### src/design/bte_ram.sv
// generic ram with separate read and write ports and registered read
// no dependencies

module bte_ram #(
    parameter int unsigned WIDTH = 32,
    parameter int unsigned DEPTH = 57
) (
    input  logic                     i_clk,
    input  logic                     i_we,
    input  logic [$clog2(DEPTH)-1:0] i_waddr,
    input  logic [WIDTH-1:0]         i_wdata,
    input  logic [$clog2(DEPTH)-1:0] i_raddr,
    output logic [WIDTH-1:0]         o_rdata
);
    logic [WIDTH-1:0] r_mem [DEPTH];
    logic [WIDTH-1:0] r_rdata;

    always_ff @(posedge i_clk) begin
        if (i_we) begin
            r_mem[i_waddr] <= i_wdata;
        end
        r_rdata <= r_mem[i_raddr];
    end

    assign o_rdata = r_rdata;
endmodule

### config.mk
export PLATFORM = sky130hd
export DESIGN_NAME = bte_ram
export DESIGN_NICKNAME = d
export VERILOG_FILES = /design/src/design/bte_ram.sv
export SDC_FILE = /design/constraint.sdc
export NUM_CORES = 2
export LEC_CHECK = 0
export BUFFER_PORTS_ARGS = -buffer_cell sky130_fd_sc_hd__clkbuf_2
export CAP_MARGIN = 20
export CELL_PAD_IN_SITES_DETAIL_PLACEMENT = 1
export CELL_PAD_IN_SITES_GLOBAL_PLACEMENT = 2
export CORE_MARGIN = 2
export CORE_UTILIZATION = 45
export DETAILED_ROUTE_END_ITERATION = 6
export GPL_ROUTABILITY_DRIVEN = 0
export GPL_TIMING_DRIVEN = 0
export PLACE_DENSITY_LB_ADDON = 0.15
export SLEW_MARGIN = 20
export SYNTH_ARGS = -nofsm -noshare
export SYNTH_HDL_FRONTEND = slang
export SYNTH_SLANG_ARGS = --single-unit
### constraint.sdc
create_clock -name i_clk -period 6 [get_ports i_clk]
set_clock_uncertainty 0.05 [all_clocks]
set_input_delay 1.2 -clock i_clk [delete_from_list [all_inputs] [get_ports i_clk]]
set_output_delay 1.2 -clock i_clk [all_outputs]
set_load 0.005 [all_outputs]
* Word level (Yosys, flattened, before mapping)
Memory sizes are Yosys's and may differ from the RTL's. A register that Yosys moved wholly into a read port is not among the register bits. Index checks and enable logic that the tools add are counted.
Word-level totals: memories kept 1, bits in writable memories 1824, bits of input ports 46, bits in registers 0, output and inout port bits 32, logic and storage cells 3
Memory list:
- r_mem | depth 57, bits a word 32, read ports 1, clocked after memory_dff 1, write ports 1, RTL line 15 | logic [WIDTH-1:0] r_mem [DEPTH];
Cells by class: mux-type cells 2
Operator list (count):
- two-way mux 1 bit | 2

* Longest topological paths before layout
depth after elaboration 2, mapped depth 10, gate-level depth less buffers 5

* Worst setup path after synthesis
Ideal clock, no wire load.
kind input port to flip-flop, from input i_waddr[4], to memory r_mem[32][0], enable pin, path buffers 1, data arrival time 3.885 ns, cell stages on the path 4, setup slack 1.604 ns, setup time 0.461 ns, required time 5.489 ns, path through clkbuf_1 > nor2_1 > nand4b_1 > nor3_1
RTL lines:
- start, declared | RTL line 10 | input logic [$clog2(DEPTH)-1:0] i_waddr,
- end, declared | RTL line 15
Straight into the memory's write port.

==> results.sh <==
export IMPL_regArea_sq_um=55400
export IMPL_synth_area_sq_um=70400
export IMPL_postSynthAreaPerCell_sq_um=22.5
export IMPL_power_density_nw_per_um2=335
export IMPL_hold_viol_final=0
export IMPL_synth_xor_area_share_pct=0
export IMPL_synth_top_family_by_area="multiplexers"
export IMPL_ios=78
export IMPL_ys_seq_area_share_pct=78.7
export IMPL_drc=0
export IMPL_synth_compound_area_share_pct=2.82
export IMPL_synth_top_flop_cell="edfxtp_1"
export IMPL_die_area_sq_um=160000
export IMPL_power_mw=27.4
export IMPL_syn_nets=3175
export IMPL_yosysWarnings=0
export IMPL_cap_viol_max_count=0
export IMPL_cts_max_path_buffers=3
export IMPL_cts_tree="yes"
export IMPL_cts_sinks=1856
export IMPL_cts_repair_resized=0
export IMPL_grt_pass1_vias=36555
export IMPL_timing_rr_end="o_rdata[0]"
export IMPL_holdWs_ps=518
export IMPL_ys_top_cells_by_area="edfxtp_1, mux4_2, mux2i_1"
export IMPL_power_leakage_nw=25.6
export IMPL_die_width_um=399
export IMPL_insertion_delay_ps=830
export IMPL_slew_violations=0
export IMPL_post_cts_buffers=0
export IMPL_period_needed_ps=4950
export IMPL_cts_buffers=187
export IMPL_synth_seq_cells=1856
export IMPL_track_usage_pct=26.1
export IMPL_wire_per_inst_um=36.0
export IMPL_worstMarginPinSlew_ps=1180
export IMPL_h_tree_depth=4
export IMPL_final_layout_size_suffix_gt1_share_pct=28.2
export IMPL_hpwl_um=135000
export IMPL_synthToLayoutAreaGrowth_pct=16.3
export IMPL_synthAdderAreaFrac_pct=0
export IMPL_yosysUniqueCellTypes=48
export IMPL_reg2reg_depth=5
export IMPL_overflow=0
export IMPL_crit_path_end_kind="register"
export IMPL_cp_arrival_ps=5540
export IMPL_via_per_inst=6.09
export IMPL_core_area_sq_um=156000
export IMPL_antenna_found_initial=17
export IMPL_nets=3522
export IMPL_syn_inst=3129
export IMPL_status="finished, final reports clean"
export IMPL_fp_dieH_um=399
export IMPL_yosys_top_cells_count="edfxtp_1, mux4_2, nor2_1, mux2i_1, clkbuf_1"
export IMPL_synth_edf_count=1824
export IMPL_layout_cells_non_filler=5695
export IMPL_holdBufCountCts=0
export IMPL_synth_top_area_cell="edfxtp_1"
export IMPL_fp_row_count=145
export IMPL_n_fill_cell=13297
export IMPL_clk_pin_slew_ps=60
export IMPL_dp_cells=5345
export IMPL_detailedPlace_worstSlack_ps=359
export IMPL_max_slew_margin_rel_pct=21.5
export IMPL_io_buffers=68
export IMPL_multi_input_area_sq_um=14400
export IMPL_drtAntennaViolNets=0
export IMPL_grt_setup_unrepaired="no"
export IMPL_path_max_fanout=10
export IMPL_vias=34685
export IMPL_reg2reg_from="r_mem[0][0]"
export IMPL_grt_pass1_wl_um=286000
export IMPL_clockRootBuffer="clkbuf_16"
export IMPL_fin_crit_sh_pct=82.4
export IMPL_startpoint_type="primary input"
export IMPL_synthMuxAreaShare_pct=15.2
export IMPL_grt_max_degree=58
export IMPL_wirelength_um=205000
export IMPL_fmax_ghz=0.202
export IMPL_yosys_area_share_simple_pct=1.85
export IMPL_crit_type="in -> reg"
export IMPL_hold_class="reg -> reg"
export IMPL_setup_ws_ps=1050
export IMPL_yosysMostFrequentCell="edfxtp_1"
export IMPL_synth_top_area_share_pct=77.8
export IMPL_synth_async_sr_flop_share_pct=0
export IMPL_start_util_pct=45.2
export IMPL_drtPass1Iterations=5
export IMPL_cp_required_ps=6590
export IMPL_ir_drop_mv=0.343
export IMPL_drt_first_iter_violations=3808
export IMPL_setup_violations_final=0
export IMPL_r2r_slack_ps=3750
export IMPL_endpoint="o_rdata[3]"
export IMPL_crit_start="i_raddr[3]"
power breakdown:
| part | internal, mW | switching (mW) | total, mW |
|---|---|---|---|
| logic | 0.477 | 0.959 | 1.44 |
| registers | 14.4 | 0.0299 | 14.4 |
| clock network | 6.56 | 5.03 | 11.6 |
| total | 21.4 | 6.02 | 27.4 |
logic make-up after synthesis:
logic type,after synthesis
AOI/OAI and AO/OA,276
buffers and inverters,178
DFF,1856
muxes,540
and+or+nand+nor,279
final cells by class:
cell class	count	share of cell area, %
Antenna cell	4	0.0122
Buffer	177	1.18
Clock buffer	253	6.18
Clock inverter	93	1.23
Inverter	1	0.00458
Multi-Input combinational cell	1095	17.6
Sequential cell	1856	67.7
Tap cell	2058	3.15
Timing Repair Buffer	158	2.93
layout by cell type (no fill, tap or decap), types with 17 or more instances in the layout:
| cell type | count |
|---|---|
| edfxtp_1 | 1824 |
| mux4_2 | 424 |
| clkbuf_16 | 188 |
| clkbuf_1 | 118 |
| mux2i_1 | 101 |
| nand2_1 | 62 |
| buf_4 | 60 |
| nor2_4 | 55 |
| nor2_1 | 53 |
| clkbuf_2 | 44 |
| o22ai_1 | 44 |
| buf_2 | 43 |
| a211oi_1 | 42 |
| a22o_1 | 42 |
| buf_16 | 41 |
| buf_12 | 39 |
| nor2b_1 | 33 |
| a21oi_1 | 33 |
| o21ai_0 | 32 |
| dfxtp_1 | 32 |
| clkinv_1 | 30 |
| clkinv_2 | 28 |
| nand3_1 | 27 |
| a22oi_1 | 24 |
| o311ai_1 | 17 |
metal layers:
layer,routed length (um),part of all wire [%],GRT usage [%],vias to the layer above
li1,-,-,-,14011
met1,85600,42,36.6,19003
met2,100000,49,42.2,1376
met3,13700,6.7,4.57,289
met4,5750,2.8,7.59,6
met5,32,0.016,0,-
critical path: stages:
cell and delay, ps:
clkbuf_2 300, buf_2 410, clkbuf_1 900, clkbuf_1 870, nand2_1 640, o2111ai_1 980, nand2_1 190
registers in the layout, indices dropped and copies added (netlist names):
register,cells
o_rdata,32
r_mem,1824
worst min path at each step:
| stage | from | depth (start not counted) | endpoint | slack (ps) |
|---|---|---|---|---|
| floorplan | r_mem[56][25] | 2 | o_rdata[25] | 440 |
| global placement | r_mem[56][13] | 2 | o_rdata[13] | 520 |
| detailed placement | r_mem[56][13] | 2 | o_rdata[13] | 520 |
| CTS | r_mem[56][13] | 2 | o_rdata[13] | 540 |
| global route | r_mem[56][13] | 2 | o_rdata[13] | 570 |
| finish | r_mem[56][13] | 2 | o_rdata[13] | 520 |
per-stage QoR:
stage | cell area, sq um | utilization, % | TNS [ps]
finish | 81900 | 52.5 | 0
global route | 81900 | 52.5 | 0
CTS | 81800 | 52.5 | 0
detailed placement | 75800 | 48.6 | 0
global placement | 73300 | 47.0 | -101940
floorplan | 70400 | - | 0
(Power assumes the default switching activity.)
