$ cat config.mk
export PLATFORM = sky130hd
export DESIGN_NAME = bte_div
export DESIGN_NICKNAME = d
export VERILOG_FILES = /design/src/design/bte_pkg.sv /design/src/design/bte_div.sv
export SDC_FILE = /design/constraint.sdc
export NUM_CORES = 1
export LEC_CHECK = 0
export BUFFER_PORTS_ARGS = -buffer_cell sky130_fd_sc_hd__buf_2
export CORE_ASPECT_RATIO = 1.5
export CORE_MARGIN = 4
export CORE_UTILIZATION = 53
export DETAILED_ROUTE_END_ITERATION = 8
export PLACE_DENSITY = 0.73
export REMOVE_ABC_BUFFERS = 1
export SLEW_MARGIN = 10
export SYNTH_ARGS = -nofsm -noshare
export SYNTH_HDL_FRONTEND = slang
export SYNTH_SLANG_ARGS = --single-unit
$ cat constraint.sdc
create_clock -name i_clk -period 10 [get_ports i_clk]
set_clock_uncertainty 0.2 [all_clocks]
set_input_delay 1.5 -clock i_clk [delete_from_list [all_inputs] [get_ports i_clk]]
set_output_delay 1.5 -clock i_clk [all_outputs]
set_load 0.05 [all_outputs]
$ cat src/design/bte_pkg.sv
// bezier trajectory evaluator package: op codes, widths, sizes, shared types
// no dependencies

package bte_pkg;

    localparam int unsigned CoordW = 32;
    localparam int unsigned ValueW = 48;
    localparam int unsigned WorkW  = 64;

    // trajectory size, fixed by the item field widths
    localparam int unsigned MaxSegments = 8;
    localparam int unsigned CurveOrder  = 7;

    typedef enum logic [1:0] {
        OP_LOAD_POINT = 2'd0,
        OP_LOAD_DUR   = 2'd1,
        OP_EVALUATE   = 2'd2,
        OP_NONE       = 2'd3
    } t_op;

    typedef struct packed {
        logic [1:0]  op;
        logic [5:0]  point_index;
        logic [31:0] point_x;
        logic [31:0] point_y;
        logic [2:0]  segment_index;
        logic [31:0] segment_duration;
        logic [31:0] query_time;
        logic [2:0]  deriv_order;
    } t_in_item;

    typedef struct packed {
        logic [47:0] value_x;
        logic [47:0] value_y;
        logic [2:0]  segment_found;
        logic        beyond_end;
    } t_out_item;

    // divider control between sequencer and divider
    typedef struct packed {
        logic        start;
        logic [47:0] dividend;
        logic [31:0] divisor;
    } t_div_req;

    typedef struct packed {
        logic        done;
        logic [16:0] quotient;
    } t_div_rsp;

endpackage

$ cat src/design/bte_div.sv
// restoring divider, one quotient bit per cycle, 17-bit quotient
// depends on bte_pkg

module bte_div (
    input  logic              i_clk,
    input  logic              i_rst_n,
    input  bte_pkg::t_div_req i_req,
    output bte_pkg::t_div_rsp o_rsp
);
    logic [47:0] r_rem, n_rem;
    logic [31:0] r_den;
    logic [16:0] r_quo, n_quo;
    logic [4:0]  r_cnt;
    logic        r_busy, r_done;
    logic [48:0] w_trial;

    // quotient below 2^17 as local time is below duration
    always_comb begin
        w_trial = {1'b0, r_rem} - ({17'd0, r_den} << r_cnt);
        n_rem = r_rem;
        n_quo = r_quo;
        if (!w_trial[48]) begin
            n_rem = w_trial[47:0];
            n_quo[r_cnt] = 1'b1;
        end
    end

    always_ff @(posedge i_clk) begin
        if (!i_rst_n) begin
            r_busy <= 1'b0;
            r_done <= 1'b0;
        end else begin
            r_done <= 1'b0;
            if (i_req.start) begin
                r_busy <= 1'b1;
                r_rem  <= i_req.dividend;
                r_den  <= i_req.divisor;
                r_quo  <= '0;
                r_cnt  <= 5'd16;
            end else if (r_busy) begin
                r_rem <= n_rem;
                r_quo <= n_quo;
                if (r_cnt == 5'd0) begin
                    r_busy <= 1'b0;
                    r_done <= 1'b1;
                end else begin
                    r_cnt <= r_cnt - 5'd1;
                end
            end
        end
    end

    assign o_rsp.done     = r_done;
    assign o_rsp.quotient = r_quo;
endmodule

# == Word level (Yosys, flattened, before mapping) ==
# Cells that the tools add are included.
# op_classes
magnitude_cmp,2
eq_ne,2
n_addsub,2
div_mod_pow,0
n_mul,0
shift,1
n_reduce_logical,7
n_bitwise,3
mux,13
# op_table
cell,n
48-bit two-way mux,3
32-bit by 5-bit << shifter with 49-bit output,1
48-bit by 49-bit subtractor with 49-bit output,1
17-bit two-way mux,2
17-bit bitwise OR,1
5-bit two-way mux,2
5-bit by 6-bit less-than comparator with 1-bit output (second input constant),1
3-bit AND reduction,2
1-bit demux with 5-bit select,1
5-bit by 1-bit greater-or-equal comparator with 1-bit output (second input constant),1
5-bit logical NOT,1
1-bit two-way mux,5
5-bit by 1-bit subtractor with 5-bit output (second input constant),1
2-bit != test (second input constant),2
3-bit OR reduction,1
1-bit NOT,2
2-bit AND reduction,1
2-bit nonzero test,1
1-bit logical AND,1
# totals
output_inout_bits,18
word_cells,36
mem_count,0
ff_bits,104
input_bits,83
mem_bits_ro,0
latchBits,0
mem_bits_rw,0

# == Depth between registers and ports, before layout ==
# Gate-level depths: netlist of the first run.
# depth
ltp_word,7
mapped_depth,20
ltp_nobuf,17

# == Least setup slack after synthesis of the first run ==
# No wires, ideal clock.
# synth_timing
kind,register to register
start,register r_cnt[0]
end,"register r_quo[0], enable pin"
period_less_slack_ps,7094
path_buffers,3
arrival_ps,6403
setup_slack_ps,2906
t_required_ps,9308
setup_time_ps,492
path_stages_with_launch,21
path_cell_list,edfxtp_1 buf_2 inv_1 buf_1 nor2_1 a21oi_1 nand2_1 nand2_1 mux2i_1 nor2_1 a21oi_1 ha_1 buf_6 a21oi_4 o21bai_1 a21oi_1 o21ai_0 a221o_1 o2111a_1 o311a_1 o31ai_2
# synth_between
elab_chain_cells,4
# synth_lines
element,line,rtl
start: declaration,bte_div.sv:13,logic [4:0] r_cnt;
start signal: assignment,bte_div.sv:47,r_cnt <= r_cnt - 5'd1;
32-bit by 5-bit << shifter with 49-bit output,bte_div.sv:19,"w_trial = {1'b0, r_rem} - ({17'd0, r_den} << r_cnt);"
48-bit by 49-bit subtractor with 49-bit output,bte_div.sv:19,
2-bit != test (no source line),-,
3-bit AND reduction (no source line),-,
end signal: assignment,bte_div.sv:42,r_quo <= n_quo;
end: declaration,bte_div.sv:12,"logic [16:0] r_quo, n_quo;"
# Every way passes these cells.
# A chain may end at the register's enable or synchronous reset.

# == Worst setup path after layout of the first run ==
# layout_timing
start,register r_cnt[2]
end,"register r_rem[8], enable pin"
# layout_between
elab_chain_cells,4
# layout_lines
element,line,rtl
32-bit by 5-bit << shifter with 49-bit output,bte_div.sv:19,
48-bit by 49-bit subtractor with 49-bit output,bte_div.sv:19,
2-bit != test (no source line),-,
3-bit AND reduction (no source line),-,
end signal: assignment,bte_div.sv:36,r_rem <= i_req.dividend;
end signal: assignment,bte_div.sv:41,r_rem <= n_rem;
end: declaration,bte_div.sv:10,"logic [47:0] r_rem, n_rem;"
# Every way passes these cells.

==> metrics.txt, run 1 <==
status complete, no violations; reg-to-reg slack, setup around 4.1 ns; antenna fix cells 0; DR vias between 8k and 9k; post-route cell area approximately 9900 um^2; Mapped Avg Cell Area 8.91 um^2; Die X ~110 um; FF/Latch Area approximately 3100 um^2; port bufs 100; worst path required time 9.82 ns; routed len/inst 20.4 um; Tmin final approximately 5.9 ns; type of destination of the critical path register; Synth-to-Final Area Change 9.36%; site row count between 50 and 60; period utilization 0.591; CTS tree done; # DRC 0; post-synth top area cell edfxtp_1; Slowest-stage cell, CP edfxtp_1; P_leak roughly 4.1 nW; worst setup path category reg2reg; Clock Sinks 104; Seq cells post-synth between 100 and 150; Crit path largest cell delay a little under 0.9 ns; clk root buf clkbuf_16; synth unique cells approximately 80; Power Density between 150 and 200 nW/um^2; Worst Hold Depth 2; dpl hpwl between 20000 and 25000 um; Max-Cap Viols 0; CTS Buf Count 9; VDD IR-drop max around 140 uV; Cells after Synth slightly above 1k; final std cells w/o fill 1279; htree depth 3; chip height roughly 170 um; Post-synth top flop edfxtp_1; area of the multi-input gates between 5000 and 6000 um^2; Post-DRT Antenna Nets 0; Final setup viols 0; layout cell share with drive strength beyond 1 0.169; Core Region between 15000 and 20000 um^2; DR iter-0 viols slightly below 800; sequential cell area fraction in the yosys report 0.344; Synth Warn # 0; ys async rst share 0; EDFF count, synth just over 100; Post-CTS Resized 0; pin count of the biggest net entering global routing 76; Post-Route Setup TNS 0 ns; 1st-pass router iterations 5; CTS clk-pin slew, worst paths approximately 0.090 ns; top cell type's share of synthesized area 0.339; post-placement cell area approximately 9500 um^2; Mapped Area about 9000 um^2; global route overflow 0; initial antenna violation count 0; most frequent cells after synthesis nand2_1 (143), edfxtp_1 (102), nor2_1 (98); Die ar. approximately 19000 um^2; CTS Hold Bufs 0; Reg2Reg Depth 15; RD Place Congestion 0.970; unrepaired setup endpoints after global routing no; first-pass GRT wire length 41200 um; CP most frequent cell a21oi_1; crit start category register; critical-path maximum fanout 40; FILL cells 1508; HP Class reg2reg; top post-synthesis cells by area edfxtp_1 (34%), ha_1 (7.2%), nand2_1 (5.9%), a21oi_1 (5.0%), mux2i_1 (4.8%); Initial Utilization 0.538; Max-slew headroom 0.370; vias in the first global route just under 8k; Skew-Pair Late Insertion Delay 0.39 ns; DRT Wirelength approximately 26000 um; Vias/cell 6.31; Worst-Margin Slew between 0.9 and 1 ns; Hold Path Sink r_quo[1]$_SDFFCE_PP0P_; most common cell in the synthesized netlist nand2_1; Max Root-Sink Buffers 2; final core occ 0.589; Pwr Total about 1.8 mW; CP Cell Sequence inv_2 -> o21ai_0 -> nor2_1 -> a21oi_1 -> a21oi_1 -> ha_1 -> inv_2 -> o21bai_1 -> a21oi_1 -> o21ai_0 -> a221o_1 -> o2111a_1 -> o311a_1 -> o31ai_4 -> buf_4; Final Hold Vio Count 0; IO Count a little over 100; Global Route Usage Sum 0.274; placed cells 1263; worst r2r dst r_rem[8]$_DFFE_PP_; FF-to-FF Start r_cnt[2]$_SDFFCE_PP0P_; final max-slew violation count 0; Hold Crit Start r_quo[1]$_SDFFCE_PP0P_; Post CTS Setup Buffer Count 0; nets@finish about 1.2k; Max Fclk 169 MHz; Critical Path AT 5.73 ns
[cell usage in the layout (no fill, tap or decap), types with 6 or more instances in the layout]
cell type | synthesis | routed
o21bai_1 | 12 | 12
nor3_1 | 17 | 17
xnor2_1 | 18 | 18
o22a_1 | 8 | 8
ha_1 | 52 | 52
a21o_1 | 34 | 34
o31ai_1 | 6 | 6
mux2_2 | 13 | 13
and3_1 | 6 | 6
mux4_2 | 16 | 16
a311oi_1 | 6 | 6
nor2b_1 | 7 | 7
clkbuf_16 | 0 | 9
edfxtp_1 | 102 | 102
a21oi_1 | 91 | 91
o21ai_0 | 77 | 77
buf_4 | 2 | 9
and2_1 | 6 | 6
nor2_1 | 98 | 98
nand2_1 | 143 | 143
o22ai_1 | 7 | 7
inv_1 | 26 | 26
mux2i_1 | 43 | 43
xor2_1 | 16 | 16
o21ai_1 | 11 | 11
buf_2 | 19 | 99
a211oi_1 | 6 | 6
nand2b_1 | 9 | 9
a31oi_1 | 7 | 7
nand3_1 | 12 | 12
nand4_1 | 14 | 14
[sequential cells by signal, summed over array words and instances, names as in the netlist]
name    cells
r_rem      48
r_den      32
r_quo      17
r_cnt       5
r_busy      1
r_done      1
[critical path, delay by kind of cell, from the launching register on]
family,cells,cell delay [ns]
buf+inv,3,1.14
simple gates,1,0.07
compound gates,10,2.75
flops,1,0.88
fa+ha+maj,1,0.44
[power by group]
part	internal [mW]	leakage (nW)	switching [mW]
sequential	0.550	0.989	0.0303
clock	0.185	0.155	0.207
combinational	0.328	2.93	0.545
total	1.06	4.07	0.782
[kinds of logic after synthesis]
kind of cell | synth area share
compound gates | 0.234
simple gates | 0.163
buf+inv | 0.0463
xor+xnor | 0.0330
mux | 0.106
fa+ha+maj | 0.0743
flops | 0.344
[layout make-up]
type                       count  area share
clock buffer                   9      0.0228
inverter                      29      0.0110
clock inverter                 7     0.00951
timing repair buffer         108      0.0571
tap                          210      0.0266
sequential                   104       0.314
multi-input combinational    812       0.559
[metrics by stage]
step                      hold WS, ns  setup WS [ns]
final                           0.379           4.09
after global routing            0.418           3.66
after CTS                       0.382           4.13
after detailed placement        0.350           4.18
after global placement          0.313           4.19
after floorplan                 0.270           2.19
[how the worst max path moves through the flow]
stage / start / to / depth (start not counted)
2_1_floorplan: r_cnt[0]$_SDFFCE_PP0P_ / r_quo[0]$_SDFFCE_PP0P_ / 17
3_3_place_gp: r_cnt[0]$_SDFFCE_PP0P_ / r_rem[8]$_DFFE_PP_ / 17
3_5_place_dp: r_cnt[0]$_SDFFCE_PP0P_ / r_rem[10]$_DFFE_PP_ / 15
4_1_cts: r_cnt[2]$_SDFFCE_PP0P_ / r_rem[10]$_DFFE_PP_ / 15
5_1_grt: r_cnt[0]$_SDFFCE_PP0P_ / r_rem[10]$_DFFE_PP_ / 19
6_report: r_cnt[2]$_SDFFCE_PP0P_ / r_rem[8]$_DFFE_PP_ / 15
[metal layers]
layer,track usage,wire [um],up-vias
met3,0.0367,1300,82
met5,0,0,-
met1,0.322,9720,3802
li1,-,-,3869
met2,0.480,13700,321
met4,0.141,1280,0
(Power assumes the default switching activity.)
==> run 2: changes to the inputs <==
--- a/config.mk
+++ b/config.mk
@@ -10,7 +10,7 @@
 export CORE_MARGIN = 4
 export CORE_UTILIZATION = 53
 export DETAILED_ROUTE_END_ITERATION = 8
-export PLACE_DENSITY = 0.73
+export PLACE_DENSITY = 0.76
 export REMOVE_ABC_BUFFERS = 1
 export SLEW_MARGIN = 10
 export SYNTH_ARGS = -nofsm -noshare
==> constraint.sdc (replaced) <==
create_clock -name i_clk -period 5.1 [get_ports i_clk]
set_clock_uncertainty 0.2 [all_clocks]
set_input_delay 0.765 -clock i_clk [delete_from_list [all_inputs] [get_ports i_clk]]
set_output_delay 0.765 -clock i_clk [all_outputs]
set_load 0.05 [all_outputs]
==> metrics.txt, run 2 (synthesis gave the netlist of run 1 again) <==
Pwr Total 3.69 mW (was 1.85 mW); Vias/cell 6.25 (was 6.31); Clock Sinks 104 (unchanged); DR iter-0 viols 726 (was 769); commonest non-fill, non-tap cell in the layout nand2_1 (unchanged); antenna fix cells 0 (unchanged); HP Class in2reg (was reg2reg); most frequent cells in the layout nand2_1 (143), edfxtp_1 (102), buf_2 (99), nor2_1 (98), a21oi_1 (89) (was nand2_1 (143), edfxtp_1 (102), buf_2 (99), nor2_1 (98), a21oi_1 (91)); Largest Register r_rem (unchanged); status complete, no violations (unchanged); DR vias 8294 (was 8074); period utilization 0.967 (was 0.591); critical-path maximum fanout 27 (was 40); DRT Wirelength 26500 um (was 26000 um); clock group share of total power 0.199 (was 0.212); CTS tree done (unchanged); Power Density 357 nW/um^2 (was 187 nW/um^2); site row count 58 (unchanged); pin count of the biggest net entering global routing 75 (was 76); port bufs 100 (unchanged); Global Route Usage Sum 0.274 (about the same); global route overflow 0 (unchanged); 1st-pass router iterations 5 (unchanged); Core Region 16800 um^2 (unchanged); Net Sw Frac 0.415 (was 0.424); nets@finish 1249 (was 1200); post-route cell area 10300 um^2 (was 9870 um^2); Max Fclk 203 MHz (was 169 MHz); # DRC 0 (unchanged); most used routing layer met2 (unchanged); number of flip-flops in the largest register 48 (unchanged); P_leak 4.32 nW (was 4.07 nW); Int Pwr 2.16 mW (was 1.06 mW); layout cell share with drive strength beyond 1 0.211 (was 0.169); Skew-Pair Late Insertion Delay 0.38 ns (was 0.39 ns); Hold Slack 0.358 ns (was 0.379 ns); routed len/inst 20.0 um (was 20.4 um); Die X 115 um (unchanged); Final Hold Vio Count 0 (unchanged); crit start category register (unchanged); Final setup viols 0 (unchanged); post-placement cell area 9910 um^2 (was 9550 um^2); IO Count 101 (unchanged); CTS clk-pin slew, worst paths 0.09 ns (about the same); clk root buf clkbuf_16 (unchanged); area of the multi-input gates 5540 um^2 (was 5510 um^2); Synth-to-Final Area Change 14.4% (was 9.36%); dpl hpwl 20600 um (was 20100 um); htree depth 3 (unchanged); worst setup path category reg2reg (unchanged); largest registers r_rem x48, r_den x32, r_quo x17 (unchanged); P_sw 1.53 mW (was 0.782 mW); Max-slew headroom 0.368 (was 0.370); Max-Cap Viols 0 (unchanged); Max Root-Sink Buffers 2 (unchanged); Worst-Margin Slew 0.946 ns (was 0.944 ns); type of destination of the critical path register (unchanged); FF/Latch Area 3100 um^2 (unchanged); grt met1 use 0.312 (was 0.322); initial antenna violation count 0 (unchanged); VDD IR-drop max 210 uV (was 138 uV); first-pass GRT wire length 41200 um (about the same); Tmin final 4.93 ns (was 5.91 ns); sequential share of power 0.309 (was 0.315); Post-DRT Antenna Nets 0 (unchanged); final max-slew violation count 0 (unchanged); worst path required time 4.97 ns (was 9.82 ns); chip height 168 um (unchanged); RD Place Congestion 0.981 (was 0.970); Initial Utilization 0.538 (unchanged); CTS Hold Bufs 0 (unchanged); GR Util met3 0.0273 (was 0.0367); Comb pwr share 0.491 (was 0.473); CTS Buf Count 9 (unchanged); Critical Path AT 4.80 ns (was 5.73 ns); Die ar. 19200 um^2 (unchanged); vias in the first global route 8159 (was 7823); M2 GR Usage 0.480 (unchanged); FILL cells 1461 (was 1508)
-- run 2: cell count changes in the layout (fill, tap and decap cells not counted), sizes merged --
cell,delta
inv,-4
buf,+48
clkbuf,+1
clkinv,+4
-- run 2: timing repair --
action                                 CTS  global route
endpoints found under the hold margin    0             0
gates resized for setup                  0            10
buffers inserted                         0             6
setup endpoints to repair                0            66
-- run 2: critical path, stage by stage (launching register included) --
cell and delay [ns]:
edfxtp_1 0.41, buf_12 0.21, mux2_2 0.39, nor2_1 0.11
a21oi_1 0.10, nand2_1 0.10, nand2_1 0.07, mux2i_1 0.32
nor2_1 0.07, a21oi_1 0.22, ha_1 0.32, a21oi_4 0.13
o21bai_1 0.07, a21oi_1 0.16, o21ai_0 0.15, a221o_1 0.35
o2111a_1 0.28, o311a_1 0.37, o31ai_4 0.20, buf_4 0.19
buf_12 0.20
-- run 2: per-stage QoR --
step	utilization	TNS [ns]	worst slack, ns	instances
after floorplan	-	-176.22	-2.71	945
after global placement	0.591	0	0.197	1305
after detailed placement	0.591	0	0.137	1305
after CTS	0.610	0	0.116	1321
after global routing	0.616	-1.23	-0.0523	1328
final	0.616	0	0.168	1328
-- run 2: layer usage --
layer  vias up  share of wire  routed length [um]
met4         0          0.067                1780
met5         -              0                   0
met1      3885           0.37                9680
met2       346           0.51               13600
met3       101          0.057                1500
li1       3962              -                   -
-- run 2: worst paths after layout --
check / cells after the start / startpoint / end / slack [ns]
worst max-delay path: 20 / r_cnt[1]$_SDFFCE_PP0P_ / r_rem[9]$_DFFE_PP_ / 0.17
worst min-delay path: 1 / i_req[28] / r_den[28]$_DFFE_PP_ / 0.36
worst max register to register: 20 / r_cnt[1]$_SDFFCE_PP0P_ / r_rem[9]$_DFFE_PP_ / 0.17
worst min register to register: 2 / r_quo[9]$_SDFFCE_PP0P_ / r_quo[9]$_SDFFCE_PP0P_ / 0.38
-- run 2: power groups by stage --
stage	Combinational, mW	Sequential (mW)	Clock, mW
after floorplan	1.20	1.19	0
after global placement	1.75	1.16	0
after detailed placement	1.76	1.16	0
after CTS	1.77	1.14	0.741
after global routing	1.98	1.15	0.777
final	1.81	1.14	0.736
-- run 2: area by class of cell --
cell class                      instances  share of cell area
Sequential cell                       104               0.300
Clock inverter                          7             0.00836
Clock buffer                            9              0.0218
Tap cell                              210              0.0254
Timing Repair Buffer                  157              0.0970
Inverter                               29              0.0105
Multi-Input combinational cell        812               0.536
==> run 3: changes to the inputs <==
--- a/config.mk
+++ b/config.mk
@@ -6,11 +6,14 @@
 export NUM_CORES = 1
 export LEC_CHECK = 0
 export BUFFER_PORTS_ARGS = -buffer_cell sky130_fd_sc_hd__buf_2
+export CELL_PAD_IN_SITES_DETAIL_PLACEMENT = 2
+export CELL_PAD_IN_SITES_GLOBAL_PLACEMENT = 2
 export CORE_ASPECT_RATIO = 1.5
 export CORE_MARGIN = 4
-export CORE_UTILIZATION = 53
+export CORE_UTILIZATION = 34
 export DETAILED_ROUTE_END_ITERATION = 8
-export PLACE_DENSITY = 0.76
+export HOLD_SLACK_MARGIN = 0.15
+export PLACE_DENSITY_LB_ADDON = 0.1
 export REMOVE_ABC_BUFFERS = 1
 export SLEW_MARGIN = 10
 export SYNTH_ARGS = -nofsm -noshare
==> metrics.txt, run 3 (synthesis gave the netlist of run 1 again) <==
status finished with violations (was complete, no violations); failing checks setup timing; htree depth 3 (unchanged); clk root buf clkbuf_16 (unchanged); Clock Sinks 104 (unchanged); # DRC 0 (unchanged); worst setup path category reg2reg (unchanged); CTS Buf Count 9 (unchanged); post-route cell area 11500 um^2 (was 10300 um^2); largest registers r_rem x48, r_den x32, r_quo x17 (unchanged); pin count of the biggest net entering global routing 81 (was 75); P_leak 4.65 nW (was 4.32 nW); Hold Crit Start i_req[29] (was i_req[28]); port bufs 100 (unchanged); PnR worst setup slack -0.112 ns (was 0.168 ns); Max-slew headroom 0.249 (was 0.368); Max Root-Sink Buffers 2 (unchanged); commonest non-fill, non-tap cell in the layout nand2_1 (unchanged); site row count 72 (was 58); reg-to-reg slack, setup -0.11 ns (was 0.17 ns); Largest Register r_rem (unchanged); Max-Cap Viols 0 (unchanged); FF-to-FF Start r_cnt[1]$_SDFFCE_PP0P_ (unchanged); routed len/inst 25.4 um (was 20.0 um); critical-path maximum fanout 14 (was 27); Global Route Usage Sum 0.239 (was 0.274); Power Density 358 nW/um^2 (was 357 nW/um^2); placed cells 1440 (was 1305); final max-slew violation count 0 (unchanged); 1st-pass router iterations 5 (unchanged); Worst-Margin Slew 1.13 ns (was 0.946 ns); Post-DRT Antenna Nets 0 (unchanged); first-pass GRT wire length 54500 um (was 41200 um); final std cells w/o fill 1501 (was 1328); Final setup viols 65 (was 0); HP Class in2reg (unchanged); RD Place Congestion 0.888 (was 0.981); DR vias 8774 (was 8294); antenna fix cells 0 (unchanged); VDD IR-drop max 308 uV (was 210 uV); most frequent cells in the layout nand2_1 (140), edfxtp_1 (102), buf_2 (99), nor2_1 (93), buf_4 (90) (was nand2_1 (143), edfxtp_1 (102), buf_2 (99), nor2_1 (98), a21oi_1 (89)); pre-CTS worst setup slack -0.143 ns (was 0.137 ns); Synth-to-Final Area Change 27.1% (was 14.4%); dpl hpwl 26900 um (was 20600 um); vias in the first global route 9400 (was 8159); Initial Utilization 0.348 (was 0.538); period utilization 1.02 (was 0.967); number of flip-flops in the largest register 48 (unchanged); CTS tree done (unchanged); chip height 208 um (was 168 um); unrepaired setup endpoints after global routing yes; nets@finish 1299 (was 1249); IO Count 101 (unchanged); crit start category register (unchanged); layout cell share with drive strength beyond 1 0.299 (was 0.211); Max Fclk 192 MHz (was 203 MHz); Critical Path AT 5.10 ns (was 4.80 ns); type of destination of the critical path register (unchanged); Die ar. 29300 um^2 (was 19200 um^2); global route overflow 0 (unchanged); Vias/cell 5.85 (was 6.25); Tmin final 5.21 ns (was 4.93 ns); DR iter-0 viols 493 (was 726); Core Region 25900 um^2 (was 16800 um^2); Die X 141 um (was 115 um); initial antenna violation count 0 (unchanged); Setup crit start r_cnt[1]$_SDFFCE_PP0P_ (unchanged); CTS clk-pin slew, worst paths 0.08 ns (was 0.09 ns); worst path required time 4.99 ns (was 4.97 ns); Skew-Pair Late Insertion Delay 0.38 ns (about the same); post-placement cell area 10200 um^2 (was 9910 um^2); Final Hold Vio Count 0 (unchanged); DRT Wirelength 38100 um (was 26500 um)
run 3: cell types whose count changed in the layout (fill, tap and decap cells not counted), moves of 4 or more:
cell / previous run / this run
buf_4: 52 / 90
mux2i_2: 2 / 14
mux2i_1: 40 / 21
a21oi_2: 4 / 16
a21oi_1: 89 / 76
nor2_2: 0 / 4
o21ai_0: 75 / 64
mux2i_4: 1 / 8
o21ai_1: 13 / 20
nor2_1: 98 / 93
clkbuf_16: 10 / 15
o21ai_2: 0 / 4
ha_1: 52 / 42
ha_4: 0 / 8
run 3: through the flow:
step	utilization	setup TNS, ns	hold WS [ns]	power [mW]
after detailed placement	0.392	-6.23	0.356	3.07
after global placement	0.392	0	0.314	3.02
after global routing	0.442	-18.27	0.347	4.36
final	0.442	-6.11	0.357	4.11
after floorplan	-	-176.22	0.270	2.39
after CTS	0.417	0	0.345	3.92
run 3: repair_timing:
| action | in CTS | in global routing |
|---|---|---|
| resized for setup | 26 | 76 |
| setup endpoints to repair | 65 | 68 |
| pin swaps | 6 | 14 |
| gates cloned | 4 | 8 |
| hold buffers | 0 | 0 |
| setup buffers | 18 | 15 |
run 3: power breakdown:
part	switching, mW	internal (mW)	leakage (nW)
sequential	0.0670	1.08	0.989
combinational	1.28	0.893	3.51
clock	0.386	0.408	0.158
total	1.73	2.38	4.65
run 3: worst max-delay path, stage by stage (launching register included):
cell and delay (ns):
edfxtp_1 0.42, buf_4 0.17, buf_4 0.15, bufbuf_16 0.29, mux4_2 0.29, mux2i_2 0.11
o22ai_1 0.39, nand2_1 0.15, ha_1 0.35, a21o_1 0.23, and4_4 0.21, a211oi_4 0.17
a21o_2 0.21, a2111oi_4 0.07, buf_4 0.16, o2111a_1 0.26, o311a_1 0.39, o31ai_4 0.29
clkbuf_16 0.24, buf_16 0.14
run 3: final cells by class:
type                       count  area (um^2)
fill                        2846        14500
multi-input combinational    812         5920
sequential                   104         3100
timing repair buffer         207         1600
tap                          333          417
clock buffer                  10          239
inverter                      29          118
clock inverter                 6         78.8
run 3: path summary, 6_finish.rpt:
| kind | to | cells past startpoint |
|---|---|---|
| min reg2reg | r_quo[1]$_SDFFCE_PP0P_ | 2 |
| min | r_den[29]$_DFFE_PP_ | 1 |
| max reg2reg | r_rem[3]$_DFFE_PP_ | 19 |
| max | r_rem[3]$_DFFE_PP_ | 19 |
run 3: routing by layer:
layer	up-vias	global-route usage	part of all wire
met2	223	0.453	0.54
met1	4410	0.280	0.40
met5	-	0	0
met3	76	0.0221	0.027
li1	4065	-	-
met4	0	0.0712	0.033
